### src/dst_pkg.sv
package dst_pkg;

	localparam int SLOTS = 64;
	localparam int SLOT_BITS = $clog2(SLOTS);
	localparam int HANDLE_BITS = 32;
	localparam int CONSOLE_SLOTS = 3;

	localparam logic [2:0] CMD_ASSIGN = 3'd0;
	localparam logic [2:0] CMD_RELEASE = 3'd1;
	localparam logic [2:0] CMD_REASSIGN = 3'd2;
	localparam logic [2:0] CMD_GET = 3'd3;
	localparam logic [2:0] CMD_LIST = 3'd4;

	localparam logic [2:0] KIND_ANY = 3'd1;
	localparam logic [2:0] KIND_FILE = 3'd2;

	typedef enum logic [1:0] {
		ST_OK = 2'd0,
		ST_BAD_DESC = 2'd1,
		ST_INVALID = 2'd2,
		ST_NO_SPACE = 2'd3
	} status_t;

	typedef struct packed {
		logic [1:0] pad;
		logic [2:0] kind_in;
		logic [31:0] handle_in;
		logic signed [15:0] slot_index;
		logic [2:0] command;
	} in_item_t;

	typedef struct packed {
		logic [3:0] pad;
		logic found;
		logic [2:0] kind_out;
		logic [31:0] handle_out;
		logic [5:0] slot_out;
		status_t status;
	} out_item_t;

	typedef struct packed {
		logic load;
		logic commit;
		logic scan_rd;
		logic scan_step;
		logic scan_done;
	} dst_ctl_t;

	typedef struct packed {
		logic in_list;
		logic out_free;
		logic scan_match;
		logic pend_valid;
		logic cursor_last;
	} dst_stat_t;

endpackage

### src/descriptor_slot_table.sv
// Single-slot commands: the command is registered, then its result goes to the output register once that is free.
// Single-slot commands are taken one at a time; the next item is accepted after the result is committed.
// List: each slot is read and then checked through the one table read port; a held result stalls the scan.
// Reset is asynchronous and active low; occupancy returns to the three console slots.
// Table contents need no clearing pass; the console entries are served from reset flags.
module descriptor_slot_table (
	input logic clk,
	input logic arst_n,
	input logic s_tvalid,
	output logic s_tready,
	// command[2:0], slot_index[18:3], handle_in[50:19], kind_in[53:51], zero fill.
	input logic [55:0] s_tdata,
	output logic m_tvalid,
	input logic m_tready,
	// status[1:0], slot_out[7:2], handle_out[39:8], kind_out[42:40], found[43], zero fill.
	output logic [47:0] m_tdata,
	output logic m_tlast
);

	dst_pkg::dst_ctl_t ctl;
	dst_pkg::dst_stat_t stat;

	dst_ctrl u_ctrl (
		.clk(clk),
		.arst_n(arst_n),
		.s_tvalid(s_tvalid),
		.s_tready(s_tready),
		.stat(stat),
		.ctl(ctl)
	);

	dst_datapath u_datapath (
		.clk(clk),
		.arst_n(arst_n),
		.ctl(ctl),
		.stat(stat),
		.s_tdata(s_tdata),
		.m_tvalid(m_tvalid),
		.m_tready(m_tready),
		.m_tdata(m_tdata),
		.m_tlast(m_tlast)
	);

endmodule

### src/dst_ctrl.sv
module dst_ctrl (
	input logic clk,
	input logic arst_n,
	input logic s_tvalid,
	output logic s_tready,
	input dst_pkg::dst_stat_t stat,
	output dst_pkg::dst_ctl_t ctl
);

	typedef enum logic [2:0] {
		S_IDLE,
		S_EXEC,
		S_SCAN_RD,
		S_SCAN_CHK,
		S_SCAN_END
	} state_t;

	state_t state_q;
	state_t state_d;
	logic ready_q;

	assign s_tready = ready_q;

	always_comb begin
		state_d = state_q;
		ctl = '0;
		case (state_q)
			S_IDLE: begin
				if (s_tvalid && ready_q) begin
					ctl.load = 1'b1;
					state_d = stat.in_list ? S_SCAN_RD : S_EXEC;
				end
			end
			S_EXEC: begin
				if (stat.out_free) begin
					ctl.commit = 1'b1;
					state_d = S_IDLE;
				end
			end
			S_SCAN_RD: begin
				ctl.scan_rd = 1'b1;
				state_d = S_SCAN_CHK;
			end
			S_SCAN_CHK: begin
				if (!(stat.scan_match && stat.pend_valid && !stat.out_free)) begin
					ctl.scan_step = 1'b1;
					state_d = stat.cursor_last ? S_SCAN_END : S_SCAN_RD;
				end
			end
			S_SCAN_END: begin
				if (stat.out_free) begin
					ctl.scan_done = 1'b1;
					state_d = S_IDLE;
				end
			end
			default: begin
				state_d = S_IDLE;
			end
		endcase
	end

	always_ff @(posedge clk or negedge arst_n) begin
		if (!arst_n) begin
			state_q <= S_IDLE;
			ready_q <= 1'b1;
		end else begin
			state_q <= state_d;
			ready_q <= (state_d == S_IDLE);
		end
	end

endmodule

### src/dst_datapath.sv
module dst_datapath (
	input logic clk,
	input logic arst_n,
	input dst_pkg::dst_ctl_t ctl,
	output dst_pkg::dst_stat_t stat,
	input logic [55:0] s_tdata,
	output logic m_tvalid,
	input logic m_tready,
	output logic [47:0] m_tdata,
	output logic m_tlast
);

	localparam int ENTRY_BITS = dst_pkg::HANDLE_BITS + 3;

	dst_pkg::in_item_t in_word;

	logic [2:0] cmd_q;
	logic signed [15:0] idx_q;
	logic [dst_pkg::HANDLE_BITS-1:0] hnd_q;
	logic [2:0] kind_q;

	logic [dst_pkg::SLOTS-1:0] occ_q;
	logic [dst_pkg::CONSOLE_SLOTS-1:0] init_q;

	logic [ENTRY_BITS-1:0] mem [dst_pkg::SLOTS];
	logic [ENTRY_BITS-1:0] mem_rd_q;
	logic [dst_pkg::SLOT_BITS-1:0] rd_addr_q;
	logic [dst_pkg::SLOT_BITS-1:0] rd_addr;
	logic rd_en;
	logic mem_we;
	logic [dst_pkg::SLOT_BITS-1:0] mem_wa;

	logic [dst_pkg::SLOT_BITS-1:0] cursor_q;
	logic pend_valid_q;
	logic [dst_pkg::SLOT_BITS-1:0] pend_slot_q;
	logic [dst_pkg::HANDLE_BITS-1:0] pend_handle_q;
	logic [2:0] pend_kind_q;

	logic out_valid_q;
	dst_pkg::out_item_t out_q;
	logic out_last_q;

	logic init_hit;
	logic [dst_pkg::HANDLE_BITS-1:0] e_handle;
	logic [2:0] e_kind;
	logic [dst_pkg::SLOT_BITS-1:0] idx_lo;
	logic in_range;
	logic free_found;
	logic [dst_pkg::SLOT_BITS-1:0] free_idx;
	dst_pkg::out_item_t res;
	logic out_free;
	logic match;

	assign in_word = dst_pkg::in_item_t'(s_tdata);
	assign idx_lo = idx_q[dst_pkg::SLOT_BITS-1:0];
	assign in_range = !idx_q[15] && (idx_q[14:0] < 15'(dst_pkg::SLOTS));
	assign out_free = !out_valid_q || m_tready;

	always_comb begin
		init_hit = 1'b0;
		for (int i = 0; i < dst_pkg::CONSOLE_SLOTS; i++) begin
			if (rd_addr_q == dst_pkg::SLOT_BITS'(i) && init_q[i]) begin
				init_hit = 1'b1;
			end
		end
	end

	assign e_handle = init_hit ? dst_pkg::HANDLE_BITS'(rd_addr_q)
		: mem_rd_q[dst_pkg::HANDLE_BITS-1:0];
	assign e_kind = init_hit ? dst_pkg::KIND_FILE : mem_rd_q[ENTRY_BITS-1 -: 3];

	always_comb begin
		free_found = 1'b0;
		free_idx = '0;
		for (int i = dst_pkg::SLOTS - 1; i >= 0; i--) begin
			if (!occ_q[i]) begin
				free_found = 1'b1;
				free_idx = dst_pkg::SLOT_BITS'(i);
			end
		end
	end

	assign match = occ_q[cursor_q] && (kind_q == dst_pkg::KIND_ANY || e_kind == kind_q);

	always_comb begin
		res = '0;
		case (cmd_q)
			dst_pkg::CMD_ASSIGN: begin
				if (free_found) begin
					res.slot_out = 6'(free_idx);
				end else begin
					res.status = dst_pkg::ST_NO_SPACE;
				end
			end
			dst_pkg::CMD_RELEASE: begin
				if (!in_range) begin
					res.status = dst_pkg::ST_BAD_DESC;
				end else begin
					res.slot_out = 6'(idx_lo);
					if (!occ_q[idx_lo]) begin
						res.status = dst_pkg::ST_INVALID;
					end
				end
			end
			dst_pkg::CMD_REASSIGN: begin
				if (!in_range) begin
					res.status = dst_pkg::ST_BAD_DESC;
				end else begin
					res.slot_out = 6'(idx_lo);
					if (occ_q[idx_lo]) begin
						res.handle_out = 32'(e_handle);
						res.kind_out = e_kind;
						res.found = 1'b1;
					end
				end
			end
			dst_pkg::CMD_GET: begin
				if (!in_range) begin
					res.status = dst_pkg::ST_BAD_DESC;
				end else begin
					res.slot_out = 6'(idx_lo);
					if (!occ_q[idx_lo]) begin
						res.status = dst_pkg::ST_BAD_DESC;
					end else if (kind_q != dst_pkg::KIND_ANY && e_kind != kind_q) begin
						res.status = dst_pkg::ST_INVALID;
					end else begin
						res.handle_out = 32'(e_handle);
						res.kind_out = e_kind;
						res.found = 1'b1;
					end
				end
			end
			default: begin
				res.status = dst_pkg::ST_INVALID;
			end
		endcase
	end

	always_comb begin
		mem_we = 1'b0;
		mem_wa = idx_lo;
		if (ctl.commit) begin
			if (cmd_q == dst_pkg::CMD_ASSIGN && free_found) begin
				mem_we = 1'b1;
				mem_wa = free_idx;
			end else if (cmd_q == dst_pkg::CMD_REASSIGN && in_range) begin
				mem_we = 1'b1;
			end
		end
	end

	assign rd_en = ctl.load || ctl.scan_rd;
	assign rd_addr = ctl.load ? in_word.slot_index[dst_pkg::SLOT_BITS-1:0] : cursor_q;

	always_ff @(posedge clk) begin
		if (mem_we) begin
			mem[mem_wa] <= {kind_q, hnd_q};
		end
		if (rd_en) begin
			mem_rd_q <= mem[rd_addr];
			rd_addr_q <= rd_addr;
		end
	end

	always_ff @(posedge clk) begin
		if (ctl.load) begin
			cmd_q <= in_word.command;
			idx_q <= in_word.slot_index;
			hnd_q <= dst_pkg::HANDLE_BITS'(in_word.handle_in);
			kind_q <= in_word.kind_in;
		end
		if (ctl.scan_step && match) begin
			pend_slot_q <= cursor_q;
			pend_handle_q <= e_handle;
			pend_kind_q <= e_kind;
		end
		if (ctl.commit) begin
			out_q <= res;
			out_last_q <= 1'b1;
		end else if (ctl.scan_step && match && pend_valid_q) begin
			out_q <= '{pad: '0, found: 1'b1, kind_out: pend_kind_q,
				handle_out: 32'(pend_handle_q), slot_out: 6'(pend_slot_q),
				status: dst_pkg::ST_OK};
			out_last_q <= 1'b0;
		end else if (ctl.scan_done) begin
			if (pend_valid_q) begin
				out_q <= '{pad: '0, found: 1'b1, kind_out: pend_kind_q,
					handle_out: 32'(pend_handle_q), slot_out: 6'(pend_slot_q),
					status: dst_pkg::ST_OK};
			end else begin
				out_q <= '0;
			end
			out_last_q <= 1'b1;
		end
	end

	always_ff @(posedge clk or negedge arst_n) begin
		if (!arst_n) begin
			occ_q <= {{(dst_pkg::SLOTS - dst_pkg::CONSOLE_SLOTS){1'b0}},
				{dst_pkg::CONSOLE_SLOTS{1'b1}}};
			init_q <= '1;
			cursor_q <= '0;
			pend_valid_q <= 1'b0;
			out_valid_q <= 1'b0;
		end else begin
			if (ctl.load) begin
				cursor_q <= '0;
				pend_valid_q <= 1'b0;
			end
			if (ctl.scan_step) begin
				cursor_q <= cursor_q + 1'b1;
				if (match) begin
					pend_valid_q <= 1'b1;
				end
			end
			if (ctl.scan_done) begin
				pend_valid_q <= 1'b0;
			end
			if (ctl.commit) begin
				if (cmd_q == dst_pkg::CMD_ASSIGN && free_found) begin
					occ_q[free_idx] <= 1'b1;
				end else if (cmd_q == dst_pkg::CMD_RELEASE && in_range) begin
					occ_q[idx_lo] <= 1'b0;
				end else if (cmd_q == dst_pkg::CMD_REASSIGN && in_range) begin
					occ_q[idx_lo] <= 1'b1;
				end
			end
			if (mem_we) begin
				for (int i = 0; i < dst_pkg::CONSOLE_SLOTS; i++) begin
					if (mem_wa == dst_pkg::SLOT_BITS'(i)) begin
						init_q[i] <= 1'b0;
					end
				end
			end
			if (ctl.commit || ctl.scan_done || (ctl.scan_step && match && pend_valid_q)) begin
				out_valid_q <= 1'b1;
			end else if (m_tready) begin
				out_valid_q <= 1'b0;
			end
		end
	end

	assign stat.in_list = (in_word.command == dst_pkg::CMD_LIST);
	assign stat.out_free = out_free;
	assign stat.scan_match = match;
	assign stat.pend_valid = pend_valid_q;
	assign stat.cursor_last = (cursor_q == dst_pkg::SLOT_BITS'(dst_pkg::SLOTS - 1));

	assign m_tvalid = out_valid_q;
	assign m_tdata = 48'(out_q);
	assign m_tlast = out_last_q;

endmodule

### config.mk
export PLATFORM = sky130hd
export DESIGN_NAME = descriptor_slot_table
export DESIGN_NICKNAME = d
export VERILOG_FILES = /design/src/dst_pkg.sv /design/src/descriptor_slot_table.sv /design/src/dst_ctrl.sv /design/src/dst_datapath.sv
export SDC_FILE = /design/constraint.sdc
export NUM_CORES = 2
export LEC_CHECK = 0
export ABC_AREA = 1
export ABC_CLOCK_PERIOD_IN_PS = 6790
export BUFFER_PORTS_ARGS = -buffer_cell sky130_fd_sc_hd__buf_4
export CAP_MARGIN = 20
export CORE_ASPECT_RATIO = 1.2
export CORE_MARGIN = 2
export CORE_UTILIZATION = 40
export DETAILED_ROUTE_END_ITERATION = 8
export GPL_TIMING_DRIVEN = 1
export PLACE_DENSITY = 0.56
export SLEW_MARGIN = 20
export SYNTH_ARGS = -nofsm -noshare
export SYNTH_HDL_FRONTEND = slang
export SYNTH_SLANG_ARGS = --single-unit
### constraint.sdc
create_clock -name clk -period 6.79 [get_ports clk]
set_input_delay 1.0185 -clock clk [delete_from_list [all_inputs] [get_ports clk]]
set_output_delay 1.0185 -clock clk [all_outputs]
set_load 0.1 [all_outputs]
# After elaboration in Yosys (flattened, before gate mapping)
# Memory sizes are Yosys's and may differ from the RTL's. A register that Yosys moved wholly into a read port is not among the register bits.
# Index checks and enable logic that the tools add are counted.
# op_classes
addsub	1
n_lt_le_gt_ge	6
eq_ne	17
mux	197
n_bitwise	4
reduce_logical	39
# ops
cell	n
6-bit two-way mux	71
64-bit two-way mux	3
44-bit two-way mux	4
64-bit bitwise OR	2
36-bit two-way mux	3
1-bit two-way mux	93
42-bit two-way mux	2
36-bit case mux with 2 select lines	1
64-bit AND	1
64-bit inverter	1
32-bit two-way mux	1
6-bit case mux with 4 select lines	1
6-bit by 7-bit less-than comparator with 1-bit output (second input constant)	3
1-bit logical AND	16
15-bit by 7-bit less-than comparator with 1-bit output (second input constant)	1
3-bit two-way mux	5
2-bit two-way mux	7
1-bit binary-select mux with 6-bit select	2
1-bit demux with 6-bit select	2
3-bit by 2-bit == test with 1-bit output (second input constant)	4
6-bit by 1-bit == test with 1-bit output (second input constant)	2
6-bit by 2-bit == test with 1-bit output (second input constant)	2
6-bit by 1-bit greater-or-equal comparator with 1-bit output (second input constant)	2
6-bit zero test	2
16 further kinds	33
# totals
register_bits	225
mem_bits_rw	2240
n_memories	1
# mem_list
memory	words	word_bits	read_ports	rd_ports_with_merged_regs	wr	line_no	text
u_datapath.mem	64	35	1	1	1	dst_datapath.sv:25	logic [ENTRY_BITS-1:0] mem [dst_pkg::SLOTS];

# Longest topological paths before layout
# logic_depth
ltp_word	70
mapped_depth	69
depth_no_buf	68

# By module
# Synthesis repeated with hierarchy kept, for this count alone.
# hier_totals
cells_unflattened	8164
hier_area_um2	101572.4
# modules_own_cells
mod	instances	cells_per_inst	area_each_um2	seq_area_each_um2
dst_datapath	1	8121	101294.6	74574.0
dst_ctrl	1	43	277.8	101.3

# Worst setup path after synthesis
# Ideal clock, no wire load.
# synth_path
path_kind	input to register
startpoint	input port s_tvalid
endpoint	register u_datapath.mem_rd_q[32], read port of u_datapath.mem, data pin
setup_ps	259
t_arrival_ps	6091
required_ps	6531
slack_ps	440
stages	16
path_buffers	3
path_cell_list	nand2_1 > nor2_1 > inv_1 > nand2_1 > inv_1 > a21oi_1 > clkinv_1 > clkbuf_1 > clkbuf_1 > clkbuf_1 > o21ai_0 > o22ai_1 > o21ai_0 > o221ai_1 > nand3_1 > nand2_1
# synth_lines
item	line_no	text
from (decl)	descriptor_slot_table.sv:9	input logic s_tvalid,
to (decl)	dst_datapath.sv:26	logic [ENTRY_BITS-1:0] mem_rd_q;

==> metrics.md <==
| Metric | Value |
|---|---|
| Outcome | finished clean |
| Num CTS Buffers | 276 |
| Core area | around 250000 um2 |
| Kind of start point of the critical path | flip-flop |
| Buffer and inverter count on the worst path | 3 |
| Arrival time reported for the critical path endpoint | 6.55 ns |
| Data required time at the worst endpoint | roughly 7.3 ns |
| Clock tree sinks | 2500 |
| Clock H-tree levels | 5 |
| Syn_area_per_cell | 12.5 um2 |
| Total leakage power | 0.0370 uW |
| Max-slew violation total from the final report | 0 |
| Total Negative Setup Slacks | 0 ns |
| Wire length of the first global-routing pass | 430000 um |
| Clock tree root buffer cell | sky130_fd_sc_hd__clkbuf_16 |
| Post CTS Setup Buffer Count | 0 |
| Final Power | 45200 uW |
| Commonest cells after routing, fill and taps aside | 2420 x sky130_fd_sc_hd__edfxtp_1, 1621 x sky130_fd_sc_hd__nor2_1, 1536 x sky130_fd_sc_hd__o21ai_0 |
| Final Hold Slack | roughly 0.27 ns |
| Post-synthesis instance area | 100000 um2 |
| Via-per-instance ratio | 5.76 |
| Leading post-synthesis cells by cell area | sky130_fd_sc_hd__edfxtp_1 72%, sky130_fd_sc_hd__o21ai_0 7.7%, sky130_fd_sc_hd__nor2_1 6.3%, sky130_fd_sc_hd__o22ai_1 3.7%, sky130_fd_sc_hd__nand2_1 2.3% |
| Post_cts resized | 0 |
| Most prevalent standard cell on the critical path | sky130_fd_sc_hd__nand2_1 |
| Initial antenna violation count | 8 |
| Iteration-0 DRC count of the detailed router | between 7000 and 8000 |
| Cell type contributing the most total cell area after synthesis | sky130_fd_sc_hd__edfxtp_1 |
| Routed vias | between 60000 and 70000 |
| Gate count after technology mapping | approximately 8000 |
| Die area | 255000 um2 |
| Maximum capacitance violations | 0 |
| Final worst path period need | 5.99 ns |
| Number of buffers on the longest clock path | 4 |
| Placed wire-length estimate | 166000 um |
| Hold crit path type | input port to flip-flop |
| Vias in the first global route | 63800 |
| Max-Slew Margin vs Limit | 0.189 |
| Crit path capture type | flip-flop |
| Maximum number of pins on one net before global-route repair | roughly 160 |
| Share of synthesized flip-flops with an asynchronous set or reset | 0.0316 |
| I/O pin cnt | 111 |
| Routability congestion estimate from global placement | between 0.8 and 0.9 |
| Flop2flop setup slack | 0.80 ns |
| Delay of the slowest cell on the worst path | 0.69 ns |
| Global routing usage summed across all routing layers | 0.225 |
| Net count reported at finish | slightly above 8000 |
| Die width | 461 um |
| Post-route fraction of the period consumed by the critical path | 0.883 |
| Remaining Overflow, GRT | 0 |
| Clock-pin slew on the worst setup and hold paths | 0.06 ns |
| Tightest Pin Transition | 1.21 ns |
| Flip-flop cell with the highest count after synthesis | sky130_fd_sc_hd__edfxtp_1 |
| Post-route core utilization | 0.459 |
| Number of antenna-violating nets in the routed design | 0 |
| Clock insertion delay at the later pin of the skew report | 0.93 ns |
| Count of yosys warnings during synthesis | 0 |
| Cell Rows | around 200 |
| Synth-to-Final Area Change | 14.2% |
| Commonest non-fill, non-tap cell in the layout | sky130_fd_sc_hd__edfxtp_1 |
| Number of optimization iterations in the first detailed-route pass | 6 |
| Peak supply drop | 0.321 mV |
| Synthesized flop and latch total | 2500 |
| Die height | 553 um |
| Starting density of the core | 0.402 |
| Register area share after synthesis | 0.744 |
| Standard cell with the maximum stage delay on the critical path | sky130_fd_sc_hd__nor2_4 |
| Type of the setup path with the least slack | flip-flop to flip-flop |
| Share of cells above drive strength 1 | 0.0965 |
| Post-synth EDFFs | ~2400 |
| Number of hold-slack violations in the final timing report | 0 |
| Average routed wire per standard cell | around 25 um |
| Unrepaired setup endpoints after global routing | no |
| CTS tree | yes |
| Count of unique library cells instantiated by Yosys | between 40 and 50 |
| Largest delay contributor family on the critical path | simple AND/OR/NAND/NOR gates |
| Final count of negative-setup-slack endpoints | 0 |
| DRC violation count after routing | 0 |
| Count of buffers inserted at the top-level ports | 104 |
| Clock Skew | 0.0638 ns |
| Areal power density over the cells | roughly 400 nW/um2 |
| Area share of the leading cell type in the synthesized netlist | 0.724 |
| Maximum achievable frequency | 167 MHz |
| Total routed wirelength | around 300000 um |
| Critical-path maximum fanout | 23 |
## synthesized netlist by cell type (all sizes together) (2+ instances only)
master  number
a22o         5
edfxtp    2420
o221ai     145
clkinv       5
o21a         2
nand3      121
o21ai     1537
a31oi        4
nand4       44
nor3b        2
o221a        2
o41ai        3
clkbuf     534
a21oi       16
nand2      611
o211ai      27
inv        132
nor4         2
o31ai        2
nor2      1684
dfstp        7
a22oi        2
xor2         5
a221oi       7
buf         24
nor3        24
o22ai      595
dfrtp       72
## final cells by class
type,count,area (um2)
Fill cell,22200,135000
Sequential cell,2500,74700
Multi-Input combinational cell,4853,23500
Clock buffer,340,7320
Tap cell,3349,4190
Timing Repair Buffer,339,3280
Clock inverter,124,1030
Inverter,137,544
Antenna cell,4,10.0
## path summary, 6_finish.rpt
check,start,endpoint,depth (start not counted)
max,flip-flop,u_datapath.mem[58][10]$_DFFE_PP_,68
min,s_tdata[49],u_datapath.hnd_q[30]$_DFFE_PP_,1
max reg2reg,flip-flop,u_datapath.mem[58][10]$_DFFE_PP_,68
min reg2reg,u_datapath.init_q[0]$_DFFE_PN1P_,u_datapath.init_q[0]$_DFFE_PN1P_,2
max in group asynchronous,arst_n,asynchronous set/reset pin,3
min in group asynchronous,arst_n,asynchronous set/reset pin,2
## flip-flops by register name (all words and copies together) (netlist names), 6 cells and up, named ones only
name / flops
u_datapath.mem: 2240
u_datapath.m_tdata: 44
u_datapath.mem_rd_q: 35
u_datapath.hnd_q: 32
u_datapath.pend_handle_q: 32
u_datapath.idx_q: 16
u_datapath.cursor_q: 6
u_datapath.pend_slot_q: 6
u_datapath.rd_addr_q: 6
## power breakdown
| part | leakage (uW) | internal [uW] | switching (uW) | total, uW |
|---|---|---|---|---|
| combinational | 0.0101 | 3500 | 9750 | 13200 |
| sequential | 0.0228 | 17600 | 160 | 17800 |
| clock | 0.00405 | 8230 | 5910 | 14100 |
## timing repair
item | 4_1_cts | 5_1_grt
hold buffers | 1 | 0
endpoints found under the setup margin | 0 | 0
endpoints found under the hold margin | 9 | 0
## metrics by stage
step                      area [um2]  setup slack [ns]  instances
after floorplan               100000             0.440       8048
after global placement        106000             0.352      11200
after detailed placement      106000             0.859      11200
after CTS                     115000             0.783      11600
after global routing          115000             0.107      11600
final                         115000             0.795      11600
## worst reg2reg max path, delay by kind of cell, from the launching register on
kind / cells / cell delay, ns
buf+inv: 3 / 0.68
flops: 1 / 0.44
simple gates: 65 / 4.55
## kinds of logic (layout without fill, tap and decap cells)
kind of cell | count (synthesis) | after routing | synth area share
AOI/OAI and AO/OA | 2352 | 2352 | 0.132
xor gates and xnor gates | 6 | 6 | 0.000524
adders and majority gates | 1 | 1 | 0.000125
buffers and inverters | 695 | 940 | 0.0264
DFF | 2500 | 2500 | 0.744
other | 1 | 8 | 0.0000374
and+or+nand+nor | 2490 | 2490 | 0.0967
## metal layers
metal,GRT usage,part of all wire,vias up,routed length [um]
met4,0.0765,0.032,8,9540
met3,0.0387,0.073,509,21400
li1,-,-,29900,-
met1,0.303,0.41,34000,121000
met2,0.367,0.48,2708,142000
met5,0,0.00019,-,55
(Power assumes the default switching activity.)
